### config.mk
export PLATFORM = sky130hd
export DESIGN_NAME = slide_transition_slice_planner_flat
export DESIGN_NICKNAME = d
export VERILOG_FILES = /design/src/hdl/stsp_pkg.sv /design/src/hdl/stsp_if.sv /design/src/hdl/stsp_div.sv /design/src/hdl/stsp_mul.sv /design/src/hdl/slide_transition_slice_planner.sv /design/src/flat_wrapper.sv
export SDC_FILE = /design/constraint.sdc
export NUM_CORES = 1
export LEC_CHECK = 0
export CAP_MARGIN = 20
export CORE_UTILIZATION = 61
export CTS_CLUSTER_DIAMETER = 100
export DETAILED_ROUTE_END_ITERATION = 10
export DONT_BUFFER_PORTS = 1
export PLACE_DENSITY = 0.8
export SETUP_SLACK_MARGIN = 0.1
export SKIP_CTS_REPAIR_TIMING = 1
export SLEW_MARGIN = 0
export SYNTH_ARGS = -nofsm -noshare
export SYNTH_HDL_FRONTEND = slang
export SYNTH_SLANG_ARGS = --single-unit
### constraint.sdc
create_clock -name i_clk -period 7.6 [get_ports i_clk]
set_clock_uncertainty 0.2 [all_clocks]
set_input_delay 1.14 -clock i_clk [delete_from_list [all_inputs] [get_ports i_clk]]
set_output_delay 1.14 -clock i_clk [all_outputs]
set_load 0.02 [all_outputs]
### src/hdl/stsp_pkg.sv
// Shared types and constants of the slide transition slice planner.
package stsp_pkg;

    // field widths
    localparam int X_W       = 10;  // columns, widths
    localparam int Y_W       = 9;   // rows, heights
    localparam int DUR_W     = 16;  // duration in ms
    localparam int ELAPSED_W = 32;  // elapsed time in ms
    localparam int MODE_W    = 3;
    localparam int FRAC_W    = 10;  // progress is q / 1024
    localparam int Q_W       = FRAC_W;  // quotient bits while not finished

    // full progress (1024)
    localparam logic [Q_W:0] Q_FULL = (Q_W + 1)'(1) << FRAC_W;

    // configuration port
    localparam int CFG_IDX_W  = 3;
    localparam int CFG_DATA_W = 16;

    localparam logic [CFG_IDX_W-1:0] CFG_MODE     = 3'd0;
    localparam logic [CFG_IDX_W-1:0] CFG_DURATION = 3'd1;
    localparam logic [CFG_IDX_W-1:0] CFG_RECT_L   = 3'd2;
    localparam logic [CFG_IDX_W-1:0] CFG_RECT_T   = 3'd3;
    localparam logic [CFG_IDX_W-1:0] CFG_RECT_W   = 3'd4;
    localparam logic [CFG_IDX_W-1:0] CFG_RECT_H   = 3'd5;

    // transition modes
    localparam logic [MODE_W-1:0] MODE_H_PUSH_IN   = 3'd0;
    localparam logic [MODE_W-1:0] MODE_H_PUSH_OUT  = 3'd1;
    localparam logic [MODE_W-1:0] MODE_H_SLIDE_IN  = 3'd2;
    localparam logic [MODE_W-1:0] MODE_H_SLIDE_OUT = 3'd3;
    localparam logic [MODE_W-1:0] MODE_V_SLIDE_IN  = 3'd4;
    localparam logic [MODE_W-1:0] MODE_V_SLIDE_OUT = 3'd5;

    // request kinds
    localparam logic ACT_START = 1'b0;
    localparam logic ACT_TICK  = 1'b1;

    // register reset values
    localparam logic [DUR_W-1:0] RST_DURATION = 16'd1;
    localparam logic [X_W-1:0]   RST_RECT_W   = 10'd800;
    localparam logic [Y_W-1:0]   RST_RECT_H   = 9'd480;

    // one copy request on the output side
    typedef struct packed {
        logic           from_new_frame;
        logic [X_W-1:0] src_x;
        logic [Y_W-1:0] src_y;
        logic [X_W-1:0] dst_x;
        logic [Y_W-1:0] dst_y;
        logic [X_W-1:0] copy_width;
        logic [Y_W-1:0] copy_height;
        logic           last;
        logic           final_frame;
    } t_copy;

endpackage

### src/hdl/stsp_if.sv
// Valid/ready channel interfaces: input requests, copy requests, register writes.
interface stsp_in_if;
    logic                            valid;
    logic                            ready;
    logic                            action;
    logic [stsp_pkg::ELAPSED_W-1:0]  elapsed_ms;

    modport source (output valid, action, elapsed_ms, input ready);
    modport sink   (input valid, action, elapsed_ms, output ready);
endinterface

interface stsp_out_if;
    logic                        valid;
    logic                        ready;
    logic                        from_new_frame;
    logic [stsp_pkg::X_W-1:0]    src_x;
    logic [stsp_pkg::Y_W-1:0]    src_y;
    logic [stsp_pkg::X_W-1:0]    dst_x;
    logic [stsp_pkg::Y_W-1:0]    dst_y;
    logic [stsp_pkg::X_W-1:0]    copy_width;
    logic [stsp_pkg::Y_W-1:0]    copy_height;
    logic                        last;
    logic                        final_frame;

    modport source (output valid, from_new_frame, src_x, src_y, dst_x, dst_y,
                    copy_width, copy_height, last, final_frame, input ready);
    modport sink   (input valid, from_new_frame, src_x, src_y, dst_x, dst_y,
                    copy_width, copy_height, last, final_frame, output ready);
endinterface

interface stsp_cfg_if;
    logic                              valid;
    logic                              ready;
    logic [stsp_pkg::CFG_IDX_W-1:0]    index;
    logic [stsp_pkg::CFG_DATA_W-1:0]   data;

    modport source (output valid, index, data, input ready);
    modport sink   (input valid, index, data, output ready);
endinterface

### src/hdl/stsp_div.sv
// Bit-serial restoring divider: num * 2^Q_W / den, one quotient bit per cycle.
module stsp_div (
    input  logic                          i_clk,
    input  logic                          i_rst_n,
    input  logic                          i_start,
    input  logic [stsp_pkg::DUR_W-1:0]    i_num,   // must be below i_den
    input  logic [stsp_pkg::DUR_W-1:0]    i_den,
    output logic                          o_done,
    output logic [stsp_pkg::Q_W-1:0]      o_quot
);
    localparam int CNT_W = $clog2(stsp_pkg::Q_W + 1);

    logic                          r_busy;
    logic                          r_done;
    logic [CNT_W-1:0]              r_cnt;
    logic [stsp_pkg::DUR_W-1:0]    r_rem;
    logic [stsp_pkg::DUR_W-1:0]    r_den;
    logic [stsp_pkg::Q_W-1:0]      r_quot;

    logic [stsp_pkg::DUR_W:0]      w_shift;
    logic [stsp_pkg::DUR_W:0]      w_diff;
    logic                          w_ge;
    logic [stsp_pkg::DUR_W-1:0]    n_rem;

    // remainder stays below den, so the doubled value fits one extra bit
    always_comb begin
        w_shift = {r_rem, 1'b0};
        w_diff  = w_shift - {1'b0, r_den};
        w_ge    = w_shift >= {1'b0, r_den};
        n_rem   = w_ge ? w_diff[stsp_pkg::DUR_W-1:0] : w_shift[stsp_pkg::DUR_W-1:0];
    end

    always_ff @(posedge i_clk) begin
        if (!i_rst_n) begin
            r_busy <= 1'b0;
            r_done <= 1'b0;
            r_cnt  <= '0;
        end else begin
            r_done <= 1'b0;
            if (i_start) begin
                r_busy <= 1'b1;
                r_cnt  <= CNT_W'(stsp_pkg::Q_W);
            end else if (r_busy) begin
                r_cnt <= r_cnt - CNT_W'(1);
                if (r_cnt == CNT_W'(1)) begin
                    r_busy <= 1'b0;
                    r_done <= 1'b1;
                end
            end
        end
    end

    always_ff @(posedge i_clk) begin
        if (i_start) begin
            r_rem <= i_num;
            r_den <= i_den;
        end else if (r_busy) begin
            r_rem  <= n_rem;
            r_quot <= {r_quot[stsp_pkg::Q_W-2:0], w_ge};
        end
    end

    assign o_done = r_done;
    assign o_quot = r_quot;

endmodule

### src/hdl/stsp_mul.sv
// Bit-serial shift-add multiplier: extent * q / 2^FRAC_W, one bit of q per cycle.
module stsp_mul (
    input  logic                          i_clk,
    input  logic                          i_rst_n,
    input  logic                          i_start,
    input  logic [stsp_pkg::X_W-1:0]      i_mcand,
    input  logic [stsp_pkg::Q_W:0]        i_mplier,
    output logic                          o_done,
    output logic [stsp_pkg::X_W-1:0]      o_scaled
);
    localparam int STEPS  = stsp_pkg::Q_W + 1;
    localparam int PROD_W = stsp_pkg::X_W + STEPS;
    localparam int CNT_W  = $clog2(STEPS + 1);

    logic                   r_busy;
    logic                   r_done;
    logic [CNT_W-1:0]       r_cnt;
    logic [PROD_W-1:0]      r_prod;
    logic [PROD_W-1:0]      r_addend;
    logic [STEPS-1:0]       r_mplier;

    always_ff @(posedge i_clk) begin
        if (!i_rst_n) begin
            r_busy <= 1'b0;
            r_done <= 1'b0;
            r_cnt  <= '0;
        end else begin
            r_done <= 1'b0;
            if (i_start) begin
                r_busy <= 1'b1;
                r_cnt  <= CNT_W'(STEPS);
            end else if (r_busy) begin
                r_cnt <= r_cnt - CNT_W'(1);
                if (r_cnt == CNT_W'(1)) begin
                    r_busy <= 1'b0;
                    r_done <= 1'b1;
                end
            end
        end
    end

    always_ff @(posedge i_clk) begin
        if (i_start) begin
            r_prod   <= '0;
            r_addend <= PROD_W'(i_mcand);
            r_mplier <= i_mplier;
        end else if (r_busy) begin
            if (r_mplier[0]) begin
                r_prod <= r_prod + r_addend;
            end
            r_addend <= {r_addend[PROD_W-2:0], 1'b0};
            r_mplier <= {1'b0, r_mplier[STEPS-1:1]};
        end
    end

    assign o_done   = r_done;
    // product never exceeds extent * 2^FRAC_W, so X_W bits remain
    assign o_scaled = r_prod[stsp_pkg::FRAC_W +: stsp_pkg::X_W];

endmodule

### src/hdl/slide_transition_slice_planner.sv
// Top level: plans the old-image and new-image copy rectangles of a slide transition.
// Start request: accepted while idle, produces no copy requests, and leaves the input ready.
// Tick request: runs the serial divider (skipped on the final tick), then the serial
//   multiplier, then the planning state; the input is ready again once the plan lands.
// Planning waits for the two-entry copy queue to drain; copies turn valid with ready.
// Synchronous active-low reset clears control state and the queue.
module slide_transition_slice_planner #(
    parameter int PANEL_WIDTH  = 800,
    parameter int PANEL_HEIGHT = 480
) (
    input  logic        i_clk,
    input  logic        i_rst_n,
    stsp_cfg_if.sink    i_cfg,
    stsp_in_if.sink     i_in,
    stsp_out_if.source  o_out
);
    localparam int PW_BITS = $clog2(PANEL_WIDTH + 1);
    localparam int PH_BITS = $clog2(PANEL_HEIGHT + 1);
    localparam int XS_W = (PW_BITS > stsp_pkg::X_W + 1) ? PW_BITS : stsp_pkg::X_W + 1;
    localparam int YS_W = (PH_BITS > stsp_pkg::Y_W + 1) ? PH_BITS : stsp_pkg::Y_W + 1;

    typedef enum logic [3:0] {
        ST_IDLE = 4'b0001,
        ST_DIV  = 4'b0010,
        ST_MUL  = 4'b0100,
        ST_PLAN = 4'b1000
    } t_state;

    // configuration registers
    logic [stsp_pkg::MODE_W-1:0]  r_mode;
    logic [stsp_pkg::DUR_W-1:0]   r_duration;
    logic [stsp_pkg::X_W-1:0]     r_rect_left;
    logic [stsp_pkg::Y_W-1:0]     r_rect_top;
    logic [stsp_pkg::X_W-1:0]     r_rect_width;
    logic [stsp_pkg::Y_W-1:0]     r_rect_height;

    // transition state
    t_state                       r_state;
    logic                         r_running;
    logic [stsp_pkg::X_W-1:0]     r_prev;   // previous offset
    logic                         r_fin;    // this tick ends the transition
    logic [stsp_pkg::X_W-1:0]     r_d;      // offset of this tick

    // output queue, head in slot 0
    stsp_pkg::t_copy              r_q0;
    stsp_pkg::t_copy              r_q1;
    logic [1:0]                   r_qcnt;

    logic                         w_in_acc;
    logic                         w_out_acc;
    logic                         w_mode_ok;
    logic                         w_start_ok;
    logic [XS_W-1:0]              w_x_end;
    logic [YS_W-1:0]              w_y_end;
    logic [stsp_pkg::DUR_W-1:0]   w_dur;
    logic                         w_fin_now;
    logic                         w_vertical;
    logic [stsp_pkg::X_W-1:0]     w_extent;

    logic                         w_div_start;
    logic                         w_div_done;
    logic [stsp_pkg::Q_W-1:0]     w_div_quot;
    logic                         w_mul_start;
    logic [stsp_pkg::Q_W:0]       w_mul_q;
    logic                         w_mul_done;
    logic [stsp_pkg::X_W-1:0]     w_mul_d;
    logic [stsp_pkg::X_W-1:0]     n_d;

    // copy geometry; heights kept 10 bits wide for the empty test
    logic [stsp_pkg::X_W-1:0]     w_rest_w;
    logic [stsp_pkg::Y_W-1:0]     w_rest_h;
    logic [stsp_pkg::X_W-1:0]     w_a_sx, w_a_dx, w_a_w, w_b_sx, w_b_dx, w_b_w;
    logic [stsp_pkg::Y_W-1:0]     w_a_sy, w_a_dy, w_b_sy, w_b_dy;
    logic [stsp_pkg::X_W-1:0]     w_a_h, w_b_h;
    logic                         w_a_ok, w_b_ok;
    stsp_pkg::t_copy              w_copy_a, w_copy_b;
    logic                         w_load;

    assign w_in_acc  = i_in.valid & i_in.ready;
    assign w_out_acc = o_out.valid & o_out.ready;

    // ---------------------------------------------------------------
    // Register writes; the port never stalls. Unknown indexes are dropped.
    // ---------------------------------------------------------------
    assign i_cfg.ready = 1'b1;

    always_ff @(posedge i_clk) begin
        if (!i_rst_n) begin
            r_mode        <= stsp_pkg::MODE_H_PUSH_IN;
            r_duration    <= stsp_pkg::RST_DURATION;
            r_rect_left   <= '0;
            r_rect_top    <= '0;
            r_rect_width  <= stsp_pkg::RST_RECT_W;
            r_rect_height <= stsp_pkg::RST_RECT_H;
        end else if (i_cfg.valid) begin
            unique case (i_cfg.index)
                stsp_pkg::CFG_MODE:     r_mode        <= i_cfg.data[stsp_pkg::MODE_W-1:0];
                stsp_pkg::CFG_DURATION: r_duration    <= i_cfg.data[stsp_pkg::DUR_W-1:0];
                stsp_pkg::CFG_RECT_L:   r_rect_left   <= i_cfg.data[stsp_pkg::X_W-1:0];
                stsp_pkg::CFG_RECT_T:   r_rect_top    <= i_cfg.data[stsp_pkg::Y_W-1:0];
                stsp_pkg::CFG_RECT_W:   r_rect_width  <= i_cfg.data[stsp_pkg::X_W-1:0];
                stsp_pkg::CFG_RECT_H:   r_rect_height <= i_cfg.data[stsp_pkg::Y_W-1:0];
                default: ;
            endcase
        end
    end

    // ---------------------------------------------------------------
    // Request decode
    // ---------------------------------------------------------------
    always_comb begin
        w_mode_ok  = r_mode <= stsp_pkg::MODE_V_SLIDE_OUT;
        w_x_end    = XS_W'(r_rect_left) + XS_W'(r_rect_width);
        w_y_end    = YS_W'(r_rect_top) + YS_W'(r_rect_height);
        // rectangle must be non-empty and fit the panel
        w_start_ok = w_mode_ok && (r_rect_width != '0) && (r_rect_height != '0)
                     && (w_x_end <= XS_W'(PANEL_WIDTH)) && (w_y_end <= YS_W'(PANEL_HEIGHT));
        // zero duration behaves as 1 ms
        w_dur      = (r_duration == '0) ? stsp_pkg::DUR_W'(1) : r_duration;
        w_fin_now  = (|i_in.elapsed_ms[stsp_pkg::ELAPSED_W-1:stsp_pkg::DUR_W])
                     || (i_in.elapsed_ms[stsp_pkg::DUR_W-1:0] >= w_dur);
        w_vertical = (r_mode == stsp_pkg::MODE_V_SLIDE_IN)
                     || (r_mode == stsp_pkg::MODE_V_SLIDE_OUT);
        w_extent   = w_vertical ? stsp_pkg::X_W'(r_rect_height) : r_rect_width;
    end

    // a tick that goes to the arithmetic units
    logic w_tick_go;
    assign w_tick_go = w_in_acc && (i_in.action == stsp_pkg::ACT_TICK) && r_running
                       && w_mode_ok;

    // progress = elapsed * 1024 / duration, only while elapsed < duration
    assign w_div_start = w_tick_go && !w_fin_now;
    // offset = extent * progress / 1024; final tick uses full progress
    assign w_mul_start = (w_tick_go && w_fin_now) || ((r_state == ST_DIV) && w_div_done);
    assign w_mul_q     = (r_state == ST_IDLE) ? stsp_pkg::Q_FULL : {1'b0, w_div_quot};

    stsp_div u_div (
        .i_clk   (i_clk),
        .i_rst_n (i_rst_n),
        .i_start (w_div_start),
        .i_num   (i_in.elapsed_ms[stsp_pkg::DUR_W-1:0]),
        .i_den   (w_dur),
        .o_done  (w_div_done),
        .o_quot  (w_div_quot)
    );

    stsp_mul u_mul (
        .i_clk    (i_clk),
        .i_rst_n  (i_rst_n),
        .i_start  (w_mul_start),
        .i_mcand  (w_extent),
        .i_mplier (w_mul_q),
        .o_done   (w_mul_done),
        .o_scaled (w_mul_d)
    );

    // offset never moves back
    assign n_d = (w_mul_d < r_prev) ? r_prev : w_mul_d;

    // ---------------------------------------------------------------
    // Slice geometry from the registered offset
    // ---------------------------------------------------------------
    always_comb begin
        w_rest_w = (r_d <= r_rect_width) ? (r_rect_width - r_d) : '0;
        w_rest_h = (r_d <= stsp_pkg::X_W'(r_rect_height))
                   ? (r_rect_height - r_d[stsp_pkg::Y_W-1:0]) : '0;

        w_a_sx = r_rect_left;  w_a_dx = r_rect_left;
        w_a_sy = r_rect_top;   w_a_dy = r_rect_top;
        w_a_w  = r_rect_width; w_a_h  = stsp_pkg::X_W'(r_rect_height);
        w_b_sx = r_rect_left;  w_b_dx = r_rect_left;
        w_b_sy = r_rect_top;   w_b_dy = r_rect_top;
        w_b_w  = r_rect_width; w_b_h  = stsp_pkg::X_W'(r_rect_height);

        unique case (r_mode)
            stsp_pkg::MODE_H_PUSH_IN: begin
                // old image scrolls by this tick's step, new image enters at right
                w_a_sx = r_rect_left + (r_d - r_prev);
                w_a_w  = w_rest_w;
                w_b_dx = r_rect_left + w_rest_w;
                w_b_w  = r_d;
            end
            stsp_pkg::MODE_H_PUSH_OUT: begin
                w_a_sx = r_rect_left + r_prev;
                w_a_dx = r_rect_left + r_d;
                w_a_w  = w_rest_w;
                w_b_sx = r_rect_left + w_rest_w;
                w_b_w  = r_d;
            end
            stsp_pkg::MODE_H_SLIDE_IN: begin
                w_a_w  = w_rest_w;
                w_b_dx = r_rect_left + w_rest_w;
                w_b_w  = r_d;
            end
            stsp_pkg::MODE_H_SLIDE_OUT: begin
                w_a_sx = r_rect_left + r_prev;
                w_a_dx = r_rect_left + r_d;
                w_a_w  = w_rest_w;
                w_b_w  = r_d;
            end
            stsp_pkg::MODE_V_SLIDE_IN: begin
                w_a_h  = stsp_pkg::X_W'(w_rest_h);
                w_b_dy = r_rect_top + w_rest_h;
                w_b_h  = r_d;
            end
            default: begin
                // vertical slide out
                w_a_sy = r_rect_top + r_prev[stsp_pkg::Y_W-1:0];
                w_a_dy = r_rect_top + r_d[stsp_pkg::Y_W-1:0];
                w_a_h  = stsp_pkg::X_W'(w_rest_h);
                w_b_h  = r_d;
            end
        endcase

        // empty copies are dropped
        w_a_ok = (w_a_w != '0) && (w_a_h != '0);
        w_b_ok = (w_b_w != '0) && (w_b_h != '0);

        w_copy_a = '{from_new_frame: 1'b0, src_x: w_a_sx, src_y: w_a_sy,
                     dst_x: w_a_dx, dst_y: w_a_dy, copy_width: w_a_w,
                     copy_height: w_a_h[stsp_pkg::Y_W-1:0], last: !w_b_ok,
                     final_frame: r_fin};
        w_copy_b = '{from_new_frame: 1'b1, src_x: w_b_sx, src_y: w_b_sy,
                     dst_x: w_b_dx, dst_y: w_b_dy, copy_width: w_b_w,
                     copy_height: w_b_h[stsp_pkg::Y_W-1:0], last: 1'b1,
                     final_frame: r_fin};
    end

    // plan lands once the queue has drained
    assign w_load = (r_state == ST_PLAN) && (r_qcnt == 2'd0);

    // ---------------------------------------------------------------
    // Sequencer and transition state
    // ---------------------------------------------------------------
    always_ff @(posedge i_clk) begin
        if (!i_rst_n) begin
            r_state   <= ST_IDLE;
            r_running <= 1'b0;
            r_prev    <= '0;
        end else begin
            unique case (r_state)
                ST_IDLE: begin
                    if (w_in_acc) begin
                        if (i_in.action == stsp_pkg::ACT_START) begin
                            // start while running is ignored
                            if (!r_running && w_start_ok) begin
                                r_prev    <= '0;
                                r_running <= 1'b1;
                            end
                        end else if (r_running) begin
                            if (!w_mode_ok) begin
                                r_running <= 1'b0;  // bad mode aborts
                            end else if (w_fin_now) begin
                                r_state <= ST_MUL;
                            end else begin
                                r_state <= ST_DIV;
                            end
                        end
                    end
                end
                ST_DIV: begin
                    if (w_div_done) begin
                        r_state <= ST_MUL;
                    end
                end
                ST_MUL: begin
                    if (w_mul_done) begin
                        r_state <= ST_PLAN;
                    end
                end
                ST_PLAN: begin
                    if (w_load) begin
                        r_prev <= r_d;
                        if (r_fin) begin
                            r_running <= 1'b0;
                        end
                        r_state <= ST_IDLE;
                    end
                end
                default: r_state <= ST_IDLE;
            endcase
        end
    end

    always_ff @(posedge i_clk) begin
        if (w_tick_go) begin
            r_fin <= w_fin_now;
        end
        if ((r_state == ST_MUL) && w_mul_done) begin
            r_d <= n_d;
        end
    end

    // ---------------------------------------------------------------
    // Output queue
    // ---------------------------------------------------------------
    always_ff @(posedge i_clk) begin
        if (!i_rst_n) begin
            r_qcnt <= 2'd0;
        end else if (w_load) begin
            r_qcnt <= 2'(w_a_ok) + 2'(w_b_ok);
        end else if (w_out_acc) begin
            r_qcnt <= r_qcnt - 2'd1;
        end
    end

    always_ff @(posedge i_clk) begin
        if (w_load) begin
            r_q0 <= w_a_ok ? w_copy_a : w_copy_b;
            r_q1 <= w_copy_b;
        end else if (w_out_acc) begin
            r_q0 <= r_q1;
        end
    end

    assign i_in.ready           = (r_state == ST_IDLE);

    assign o_out.valid          = (r_qcnt != 2'd0);
    assign o_out.from_new_frame = r_q0.from_new_frame;
    assign o_out.src_x          = r_q0.src_x;
    assign o_out.src_y          = r_q0.src_y;
    assign o_out.dst_x          = r_q0.dst_x;
    assign o_out.dst_y          = r_q0.dst_y;
    assign o_out.copy_width     = r_q0.copy_width;
    assign o_out.copy_height    = r_q0.copy_height;
    assign o_out.last           = r_q0.last;
    assign o_out.final_frame    = r_q0.final_frame;

endmodule

### src/flat_wrapper.sv
// flat-port wrapper written by rule: the top's interface ports become plain ports
module slide_transition_slice_planner_flat 
#(
    parameter int PANEL_WIDTH  = 800,
    parameter int PANEL_HEIGHT = 480
)
  (i_clk, i_rst_n, i_cfg_valid, i_cfg_index, i_cfg_data, i_cfg_ready, i_in_valid, i_in_action, i_in_elapsed_ms, i_in_ready, o_out_valid, o_out_from_new_frame, o_out_src_x, o_out_src_y, o_out_dst_x, o_out_dst_y, o_out_copy_width, o_out_copy_height, o_out_last, o_out_final_frame, o_out_ready);
  stsp_cfg_if i_cfg_i ();
  stsp_in_if i_in_i ();
  stsp_out_if o_out_i ();
  input  logic i_clk;
  input  logic i_rst_n;
  input wire logic [$bits(i_cfg_i.valid)-1:0] i_cfg_valid;
  input wire logic [$bits(i_cfg_i.index)-1:0] i_cfg_index;
  input wire logic [$bits(i_cfg_i.data)-1:0] i_cfg_data;
  output wire logic [$bits(i_cfg_i.ready)-1:0] i_cfg_ready;
  input wire logic [$bits(i_in_i.valid)-1:0] i_in_valid;
  input wire logic [$bits(i_in_i.action)-1:0] i_in_action;
  input wire logic [$bits(i_in_i.elapsed_ms)-1:0] i_in_elapsed_ms;
  output wire logic [$bits(i_in_i.ready)-1:0] i_in_ready;
  output wire logic [$bits(o_out_i.valid)-1:0] o_out_valid;
  output wire logic [$bits(o_out_i.from_new_frame)-1:0] o_out_from_new_frame;
  output wire logic [$bits(o_out_i.src_x)-1:0] o_out_src_x;
  output wire logic [$bits(o_out_i.src_y)-1:0] o_out_src_y;
  output wire logic [$bits(o_out_i.dst_x)-1:0] o_out_dst_x;
  output wire logic [$bits(o_out_i.dst_y)-1:0] o_out_dst_y;
  output wire logic [$bits(o_out_i.copy_width)-1:0] o_out_copy_width;
  output wire logic [$bits(o_out_i.copy_height)-1:0] o_out_copy_height;
  output wire logic [$bits(o_out_i.last)-1:0] o_out_last;
  output wire logic [$bits(o_out_i.final_frame)-1:0] o_out_final_frame;
  input wire logic [$bits(o_out_i.ready)-1:0] o_out_ready;
  assign i_cfg_i.valid = i_cfg_valid;
  assign i_cfg_i.index = i_cfg_index;
  assign i_cfg_i.data = i_cfg_data;
  assign i_cfg_ready = i_cfg_i.ready;
  assign i_in_i.valid = i_in_valid;
  assign i_in_i.action = i_in_action;
  assign i_in_i.elapsed_ms = i_in_elapsed_ms;
  assign i_in_ready = i_in_i.ready;
  assign o_out_valid = o_out_i.valid;
  assign o_out_from_new_frame = o_out_i.from_new_frame;
  assign o_out_src_x = o_out_i.src_x;
  assign o_out_src_y = o_out_i.src_y;
  assign o_out_dst_x = o_out_i.dst_x;
  assign o_out_dst_y = o_out_i.dst_y;
  assign o_out_copy_width = o_out_i.copy_width;
  assign o_out_copy_height = o_out_i.copy_height;
  assign o_out_last = o_out_i.last;
  assign o_out_final_frame = o_out_i.final_frame;
  assign o_out_i.ready = o_out_ready;
  slide_transition_slice_planner #(.PANEL_WIDTH(PANEL_WIDTH), .PANEL_HEIGHT(PANEL_HEIGHT)) u_core (.i_clk(i_clk), .i_rst_n(i_rst_n), .i_cfg(i_cfg_i), .i_in(i_in_i), .o_out(o_out_i));
endmodule
== Word-level counts from Yosys, hierarchy flattened ==
Cells that the tools add are included.

* Register bits: 310
* Latch bits: 0
* RAM bits: 0
* Memory bits (read-only): 0
* Input bits: 57
* Output and inout bits: 63
* Memories kept: 0

* Add/sub/neg operators: 18
* $mul: 0
* Divide/modulo/power cells: 0
* Order comparisons: 8
* Equal/unequal tests: 27
* Shift operators: 0
* Mux-type cells: 63
* Bitwise gates (word level): 6
* Reductions and logical operators: 56

{| class="wikitable"
|+ Operators with widths
! operator !! count
|-
| 60-bit 2-to-1 mux || 3
|-
| 10-bit 2-to-1 mux || 15
|-
| 16-bit 2-to-1 mux || 4
|-
| 10-bit nonzero test || 5
|-
| 9-bit 2-to-1 mux || 5
|-
| 4-bit 2-to-1 mux || 11
|-
| 10-bit adder || 4
|-
| 10-bit case mux with 2 select lines || 2
|-
| 11-bit 2-to-1 mux || 3
|-
| 9-bit adder || 3
|-
| 21-bit adder || 1
|-
| 10-bit subtractor || 2
|-
| 17-bit by 16-bit greater-or-equal comparator with 1-bit output || 1
|-
| 16-bit greater-or-equal comparator || 1
|-
| 16-bit logical NOT || 1
|-
| 2-bit inequality test, second input constant || 8
|-
| 4-bit case mux with 4 select lines || 1
|-
| 2-bit AND reduction || 8
|-
| 16-bit OR reduction || 1
|-
| 16-bit subtractor || 1
|-
| 1-bit logical AND || 15
|-
| 1-bit 2-to-1 mux || 15
|-
| 3-bit by 2-bit equality test with 1-bit output, second input constant || 4
|-
| 3-bit equality test, second input constant || 4
|-
| other kinds (36) || 60
|}

== Longest topological paths before layout ==
* Depth in word-level cells: 10
* Mapped depth: 22
* Mapped depth without buffers: 21

== By module ==
From an unflattened synthesis, not the netlist that was laid out.

* Cells, all modules: 2265
* Area total of the unflattened synthesis: 21013.9 um^2

{| class="wikitable"
|+ Modules (own cells, without submodules)
! module !! instances !! cells each !! area each (um^2)
|-
| slide_transition_slice_planner || 1 || 1683 || 15056.9
|-
| stsp_mul || 1 || 330 || 3236.9
|-
| stsp_div || 1 || 252 || 2720.1
|}

== Least setup slack after synthesis ==
Ideal clock, no wire load.

* Path kind: register to register
* Start: register u_core.r_d[1] (netlist bit)
* End: register u_core.r_q0 (netlist bit u_core.o_out.src_x[9]) (data pin)
* Setup time: 0.265 ns
* Arrival time: 4.072 ns
* Data required time: 7.135 ns
* Setup slack: 3.063 ns
* Stages on the path, launching flop included: 19
* Path buffers: 1
* Period minus slack after synthesis: 4.537 ns
* Cells stage by stage: edfxtp_1 -> inv_1 -> fa_1 -> nand3_1 -> nand2_1 -> a211o_4 -> a31oi_1 -> clkbuf_1 -> nor2b_1 -> ha_1 -> a21oi_1 -> o211ai_1 -> or4_1 -> a41oi_1 -> o21ai_0 -> nor3b_1 -> xor2_1 -> a21oi_1 -> a21oi_1

{| class="wikitable"
|+ RTL lines
! item !! line !! text
|-
| start, declared || slide_transition_slice_planner.sv:42 || <nowiki>logic [stsp_pkg::X_W-1:0] r_d;</nowiki>
|-
| start signal, assigned || slide_transition_slice_planner.sv:291 || <nowiki>r_d <= n_d;</nowiki>
|-
| 10-bit subtractor or 10-bit <= comparator (tied branches) || slide_transition_slice_planner.sv:165 || <nowiki>w_rest_w = (r_d <= r_rect_width) ? (r_rect_width - r_d) : '0;</nowiki>
|-
| 10-bit 2-to-1 mux * || slide_transition_slice_planner.sv:165 ||
|-
| 10-bit adder * || slide_transition_slice_planner.sv:188 || <nowiki>w_b_sx = r_rect_left + w_rest_w;</nowiki>
|-
| 10-bit 2-to-1 mux * || slide_transition_slice_planner.sv:176 || <nowiki>unique case (r_mode)</nowiki>
|-
| named net u_core.w_b_sx (one bit) || slide_transition_slice_planner.sv:72 || <nowiki>logic [stsp_pkg::X_W-1:0] w_a_sx, w_a_dx, w_a_w, w_b_sx, w_b_dx, w_b_w;</nowiki>
|-
| 60-bit 2-to-1 mux * || slide_transition_slice_planner.sv:310 || <nowiki>r_q0 <= w_a_ok ? w_copy_a : w_copy_b;</nowiki>
|-
| 60-bit 2-to-1 mux * || slide_transition_slice_planner.sv:309 || <nowiki>if (w_load) begin</nowiki>
|-
| end signal, assigned || slide_transition_slice_planner.sv:310 ||
|-
| end signal, assigned || slide_transition_slice_planner.sv:313 || <nowiki>r_q0 <= r_q1;</nowiki>
|-
| end, declared || slide_transition_slice_planner.sv:45 || <nowiki>stsp_pkg::t_copy r_q0;</nowiki>
|}

The timed path passes the listed nets; every way through them passes the cells marked *.
A chain may end at the register's enable or synchronous reset.

== Final worst setup path ==
* Start: register u_core.r_d[1] (netlist bit)
* End: register u_core.r_q0 (netlist bit u_core.o_out.copy_width[0]) (data pin)

* Cells in the longest elaborated chain, start to end: 7

{| class="wikitable"
|+ RTL lines
! item !! line !! text
|-
| 10-bit subtractor (tied with other cells) || slide_transition_slice_planner.sv:165 ||
|-
| 10-bit 2-to-1 mux or 9-bit 2-to-1 mux (tied branches) || slide_transition_slice_planner.sv:165, slide_transition_slice_planner.sv:167 ||
|-
| 10-bit 2-to-1 mux or 9-bit 2-to-1 mux (tied branches) || slide_transition_slice_planner.sv:176 ||
|-
| 10-bit nonzero test || slide_transition_slice_planner.sv:217 || <nowiki>w_a_ok = (w_a_w != '0) && (w_a_h != '0);</nowiki>
|-
| 1-bit logical AND || slide_transition_slice_planner.sv:217 ||
|-
| 60-bit 2-to-1 mux * || slide_transition_slice_planner.sv:310 ||
|-
| 60-bit 2-to-1 mux * || slide_transition_slice_planner.sv:309 ||
|}

Mark *: on every way between the ends. The rest lies on a longest branch, timed or not.

==> results.md <==
- VDD sags by at most 296 uV.
- The share of synthesized flip-flops with an asynchronous set or reset is 0%.
- After the first detailed-routing iteration, the DRC count stood at 1767.
- The number of slew-limit violations in the final report is 0.
- The worst setup path is launched from a flop.
- Once detail routing completed, the nets flagged for antenna violations numbered 0.
- The accumulated negative setup slack is 0 ns.
- The floorplan step defined a die boundary enclosing 34200 sq um.
- Subtracting the final worst setup slack from the clock period gives 5.45 ns.
- The adder and majority cell fraction of the synthesized area is 12.7%.
- The number of distinct library cell variants in the gate-level netlist after synthesis is 84.
- The number of global-route vias before repair is 16.1k.
- The required time reported for the critical path endpoint is 7.68 ns.
- The clock sink total is 308.
- Hold timing on the final database bottoms out at a slack of 0.250 ns.
- In this run, synthesis produced a sequential element count of 308.
- A synthesized cell averages 9.05 sq um.
- For this design the static power due to leakage is 8.92 nW.
- After technology mapping, the gate count stands at 2257.
- After Yosys synthesis, and, or, nand and nor cells account for 16.4% of the synthesized area.
- The start point of the critical path is u_core.r_d[1].
- Input and output buffers added on the ports amount to 0.
- The number of inserted diodes is 0.
- At the pin with the least slew margin, the transition time is 1.02 ns.
- The predominant post-synthesis flop cell is sky130_fd_sc_hd__edfxtp_1.
- Summing the areas of all compound-gate instances in the mapped netlist gives 17.4% of the synthesized area.
- Setup violations remaining at the end of the flow were counted as 0.
- The instance area at placement is 20700 sq um.
- The number of antenna violations at the first check in global routing was 0.
- The post-detailed-route via-to-cell ratio is 6.40.
- The portion of synthesized area spent on multiplexers is 4.79%.
- In the final design database the tool counted 2471 nets.
- No sink is reached through more buffers than the 3 on the longest clock path.
- In the synthesized netlist, the cells that appear most often are sky130_fd_sc_hd__nand2_1 (303), sky130_fd_sc_hd__edfxtp_1 (192), sky130_fd_sc_hd__nor2_1 (177).
- In the global route stage, overall resource usage came out at 35.5%.
- The H-tree was split into 2 levels.
- In this run the power density over the cells is 212 nW/um^2.
- Dividing the final minimum period by the clock period gives 71.7%.
- The synthesized area is 20400 sq um.
- The routed wire length is 60700 um.
- The endpoint class of the critical path is a flop.
- The placement row count is 66.
- The final weighted congestion in routability-driven placement is 1.01.
- In this run, CTS created clock tree buffers numbering 35.
- The source-to-sink clock delay at the later pin of the worst-skew pair is 0.54 ns.
- The critical path is of the flop to flop type.
- The upper clock frequency limit is 184 MHz.
- Clock-pin slew was measured on the worst setup and hold paths at 0.06 ns.
- The min-delay analysis places its worst path in the category flop to flop.
- Sequential elements use 39.6% of the synthesized area.
- The synthesized design spends more area on one cell type than any other, namely sky130_fd_sc_hd__edfxtp_1.
- The detailed-route wire length per cell is 22.6 um.
- The number of synthesized flops with an enable pin is 192.
- The xor/xnor share of the synthesized area is 4.16%.
- The y dimension of the die is 185 um.
- The final design instance area without fill is 22000 sq um.
- The worst register-to-register path begins at u_core.r_d[1].
- After synthesis, the largest family of logic cells by area is compound AO/OA/AOI/OAI gates.
- The global-route wire length before repair is 92700 um.
- Of the cells placed in the final design, the portion with a size suffix greater than 1 is 5.34%.
- 120 I/O pins were placed.
- The routed layout has 17.2k vias.
- The launch point of the worst hold path is u_core.u_div.o_quot[7].
- Sorting the synthesized cells by area gives the leading types as sky130_fd_sc_hd__edfxtp_1 (28%), sky130_fd_sc_hd__dfxtp_1 (11%), sky130_fd_sc_hd__ha_1 (11%).
- The total core area is 32700 sq um.
- The design draws 4.66 mW.
- The iteration count of the initial detailed-routing pass is 5.
- The number of nets in the synthesized netlist is 2508.
- The number of hold violations in the final report is 0.
- The run finished with clean final reports.
- Measured against its own limit, the worst slew margin works out to 32.0%.
- TritonCTS built the clock tree.
- The number of DRC violations after detailed routing is 0.
- Setup repair after global routing left no endpoint under its margin.
- The maximum number of pins on one net before global-route repair is 72.
- The remaining global-route overflow is 0.
- The initial core utilization is 62.4%.
- The wire-length estimate of the detail-placed layout is 45100 um.
- Data on the critical path arrives at its endpoint at 5.52 ns.
- The fraction of post-synthesis cell area in the top cell type by area is 28.2%.
- The horizontal die dimension is 185 um.
- The most frequent cell after synthesis is sky130_fd_sc_hd__nand2_1.
- For this run, the number of Yosys warnings is 0.
- The growth of design area from synthesis to finish is 7.51%.
- The cell at the root of the clock tree is sky130_fd_sc_hd__clkbuf_16.
- The largest fanout on the critical path is 50.
- Max-cap violations in this run came to 0.
## state kept, by name, summed over array words and instances (netlist names), 10 cells and up
signal,count
u_core.r_q1,58
u_core.u_mul.r_addend,20
u_core.u_mul.r_prod,20
u_core.r_duration,16
u_core.u_div.r_den,16
u_core.u_div.r_rem,16
u_core.u_mul.r_mplier,11
u_core.o_out.copy_width,10
u_core.o_out.dst_x,10
u_core.o_out.src_x,10
u_core.r_d,10
u_core.r_prev,10
u_core.r_rect_left,10
u_core.r_rect_width,10
u_core.u_div.o_quot,10
## per-layer routing
layer	global-route usage, %	vias to the layer above	wire (um)	part of all wire, %
met4	14.5	0	2500	4.1
met2	56.1	764	27700	46
met3	6.10	153	4710	7.8
met1	48.2	8289	25800	42
li1	-	8000	-	-
met5	0	-	0	0
## cell families (layout without fill, tap and decap cells)
kind of cell,Yosys count,count (layout)
and+or+nand+nor,734,734
AOI/OAI and AO/OA,564,564
DFF,308,308
buffers and inverters,265,254
adders and majority gates,194,194
xor gates and xnor gates,97,97
muxes,94,94
other,1,1
## final timing paths
| check | endpoint | slack (ns) | cells past startpoint |
|---|---|---|---|
| hold reg to reg | u_core.u_div.o_quot[8] | 0.25 | 0 |
| setup / recovery | u_core.o_out.copy_width[0] | 2.15 | 13 |
| hold / removal | u_core.u_div.o_quot[8] | 0.25 | 0 |
| setup reg to reg | u_core.o_out.copy_width[0] | 2.15 | 13 |
## placed cells by master (no fill, tap or decap), types with 10 or more instances in the layout
cell and instances:
sky130_fd_sc_hd__fa_1 21, sky130_fd_sc_hd__ha_1 173, sky130_fd_sc_hd__xnor2_1 63, sky130_fd_sc_hd__nand2b_1 19, sky130_fd_sc_hd__nand3_1 55, sky130_fd_sc_hd__edfxtp_1 192, sky130_fd_sc_hd__nand2_1 302, sky130_fd_sc_hd__or3_1 16
sky130_fd_sc_hd__a21o_1 37, sky130_fd_sc_hd__o21a_1 17, sky130_fd_sc_hd__mux2_2 21, sky130_fd_sc_hd__a31oi_1 27, sky130_fd_sc_hd__o21ai_0 148, sky130_fd_sc_hd__nand4_1 12, sky130_fd_sc_hd__clkbuf_1 10, sky130_fd_sc_hd__o211ai_1 15
sky130_fd_sc_hd__inv_1 167, sky130_fd_sc_hd__dfxtp_1 115, sky130_fd_sc_hd__xor2_1 34, sky130_fd_sc_hd__nor2_1 177, sky130_fd_sc_hd__nor4_1 16, sky130_fd_sc_hd__o21bai_1 14, sky130_fd_sc_hd__o31ai_1 11, sky130_fd_sc_hd__clkbuf_16 38
sky130_fd_sc_hd__a211oi_1 30, sky130_fd_sc_hd__nor2b_1 25, sky130_fd_sc_hd__a21oi_1 162, sky130_fd_sc_hd__buf_4 18, sky130_fd_sc_hd__and2_1 13, sky130_fd_sc_hd__o22ai_1 12, sky130_fd_sc_hd__nor3_1 38, sky130_fd_sc_hd__mux2i_1 71
## through the flow
stage,utilization [%],instances,setup slack [ns]
floorplan,-,2257,3.06
global placement,63.4,2621,2.29
detailed placement,63.4,2621,2.21
CTS,67.0,2684,2.20
global route,67.1,2688,1.95
finish,67.1,2688,2.15
## area by class of cell
type                            instances  area [sq um]
Sequential cell                       308          8090
Clock inverter                         14           163
Tap cell                              442           553
Timing Repair Buffer                   21           180
Multi-Input combinational cell       1684         11300
Clock buffer                           49          1000
Fill cell                            2623         10800
Inverter                              170           639
## worst max-delay path, cell delays in order, from the launching register on
cell and delay, ns:
sky130_fd_sc_hd__edfxtp_1 0.47, sky130_fd_sc_hd__inv_1 0.50, sky130_fd_sc_hd__ha_1 0.35, sky130_fd_sc_hd__nor2b_1 0.15, sky130_fd_sc_hd__o221ai_1 0.35, sky130_fd_sc_hd__a2111oi_0 0.19, sky130_fd_sc_hd__a311oi_1 0.69, sky130_fd_sc_hd__a41oi_1 0.19
sky130_fd_sc_hd__or4_1 0.55, sky130_fd_sc_hd__o211ai_2 0.32, sky130_fd_sc_hd__inv_2 0.16, sky130_fd_sc_hd__buf_4 0.42, sky130_fd_sc_hd__mux2_4 0.40, sky130_fd_sc_hd__a31o_1 0.21
## power by group
| part | leakage [nW] | total, mW | internal, mW | switching, mW |
|---|---|---|---|---|
| Clock | 0.570 | 1.71 | 1.00 | 0.708 |
| Sequential | 2.68 | 2.05 | 1.91 | 0.144 |
| Combinational | 5.67 | 0.901 | 0.387 | 0.514 |
No activity file was read; power rests on OpenSTA's default activity.
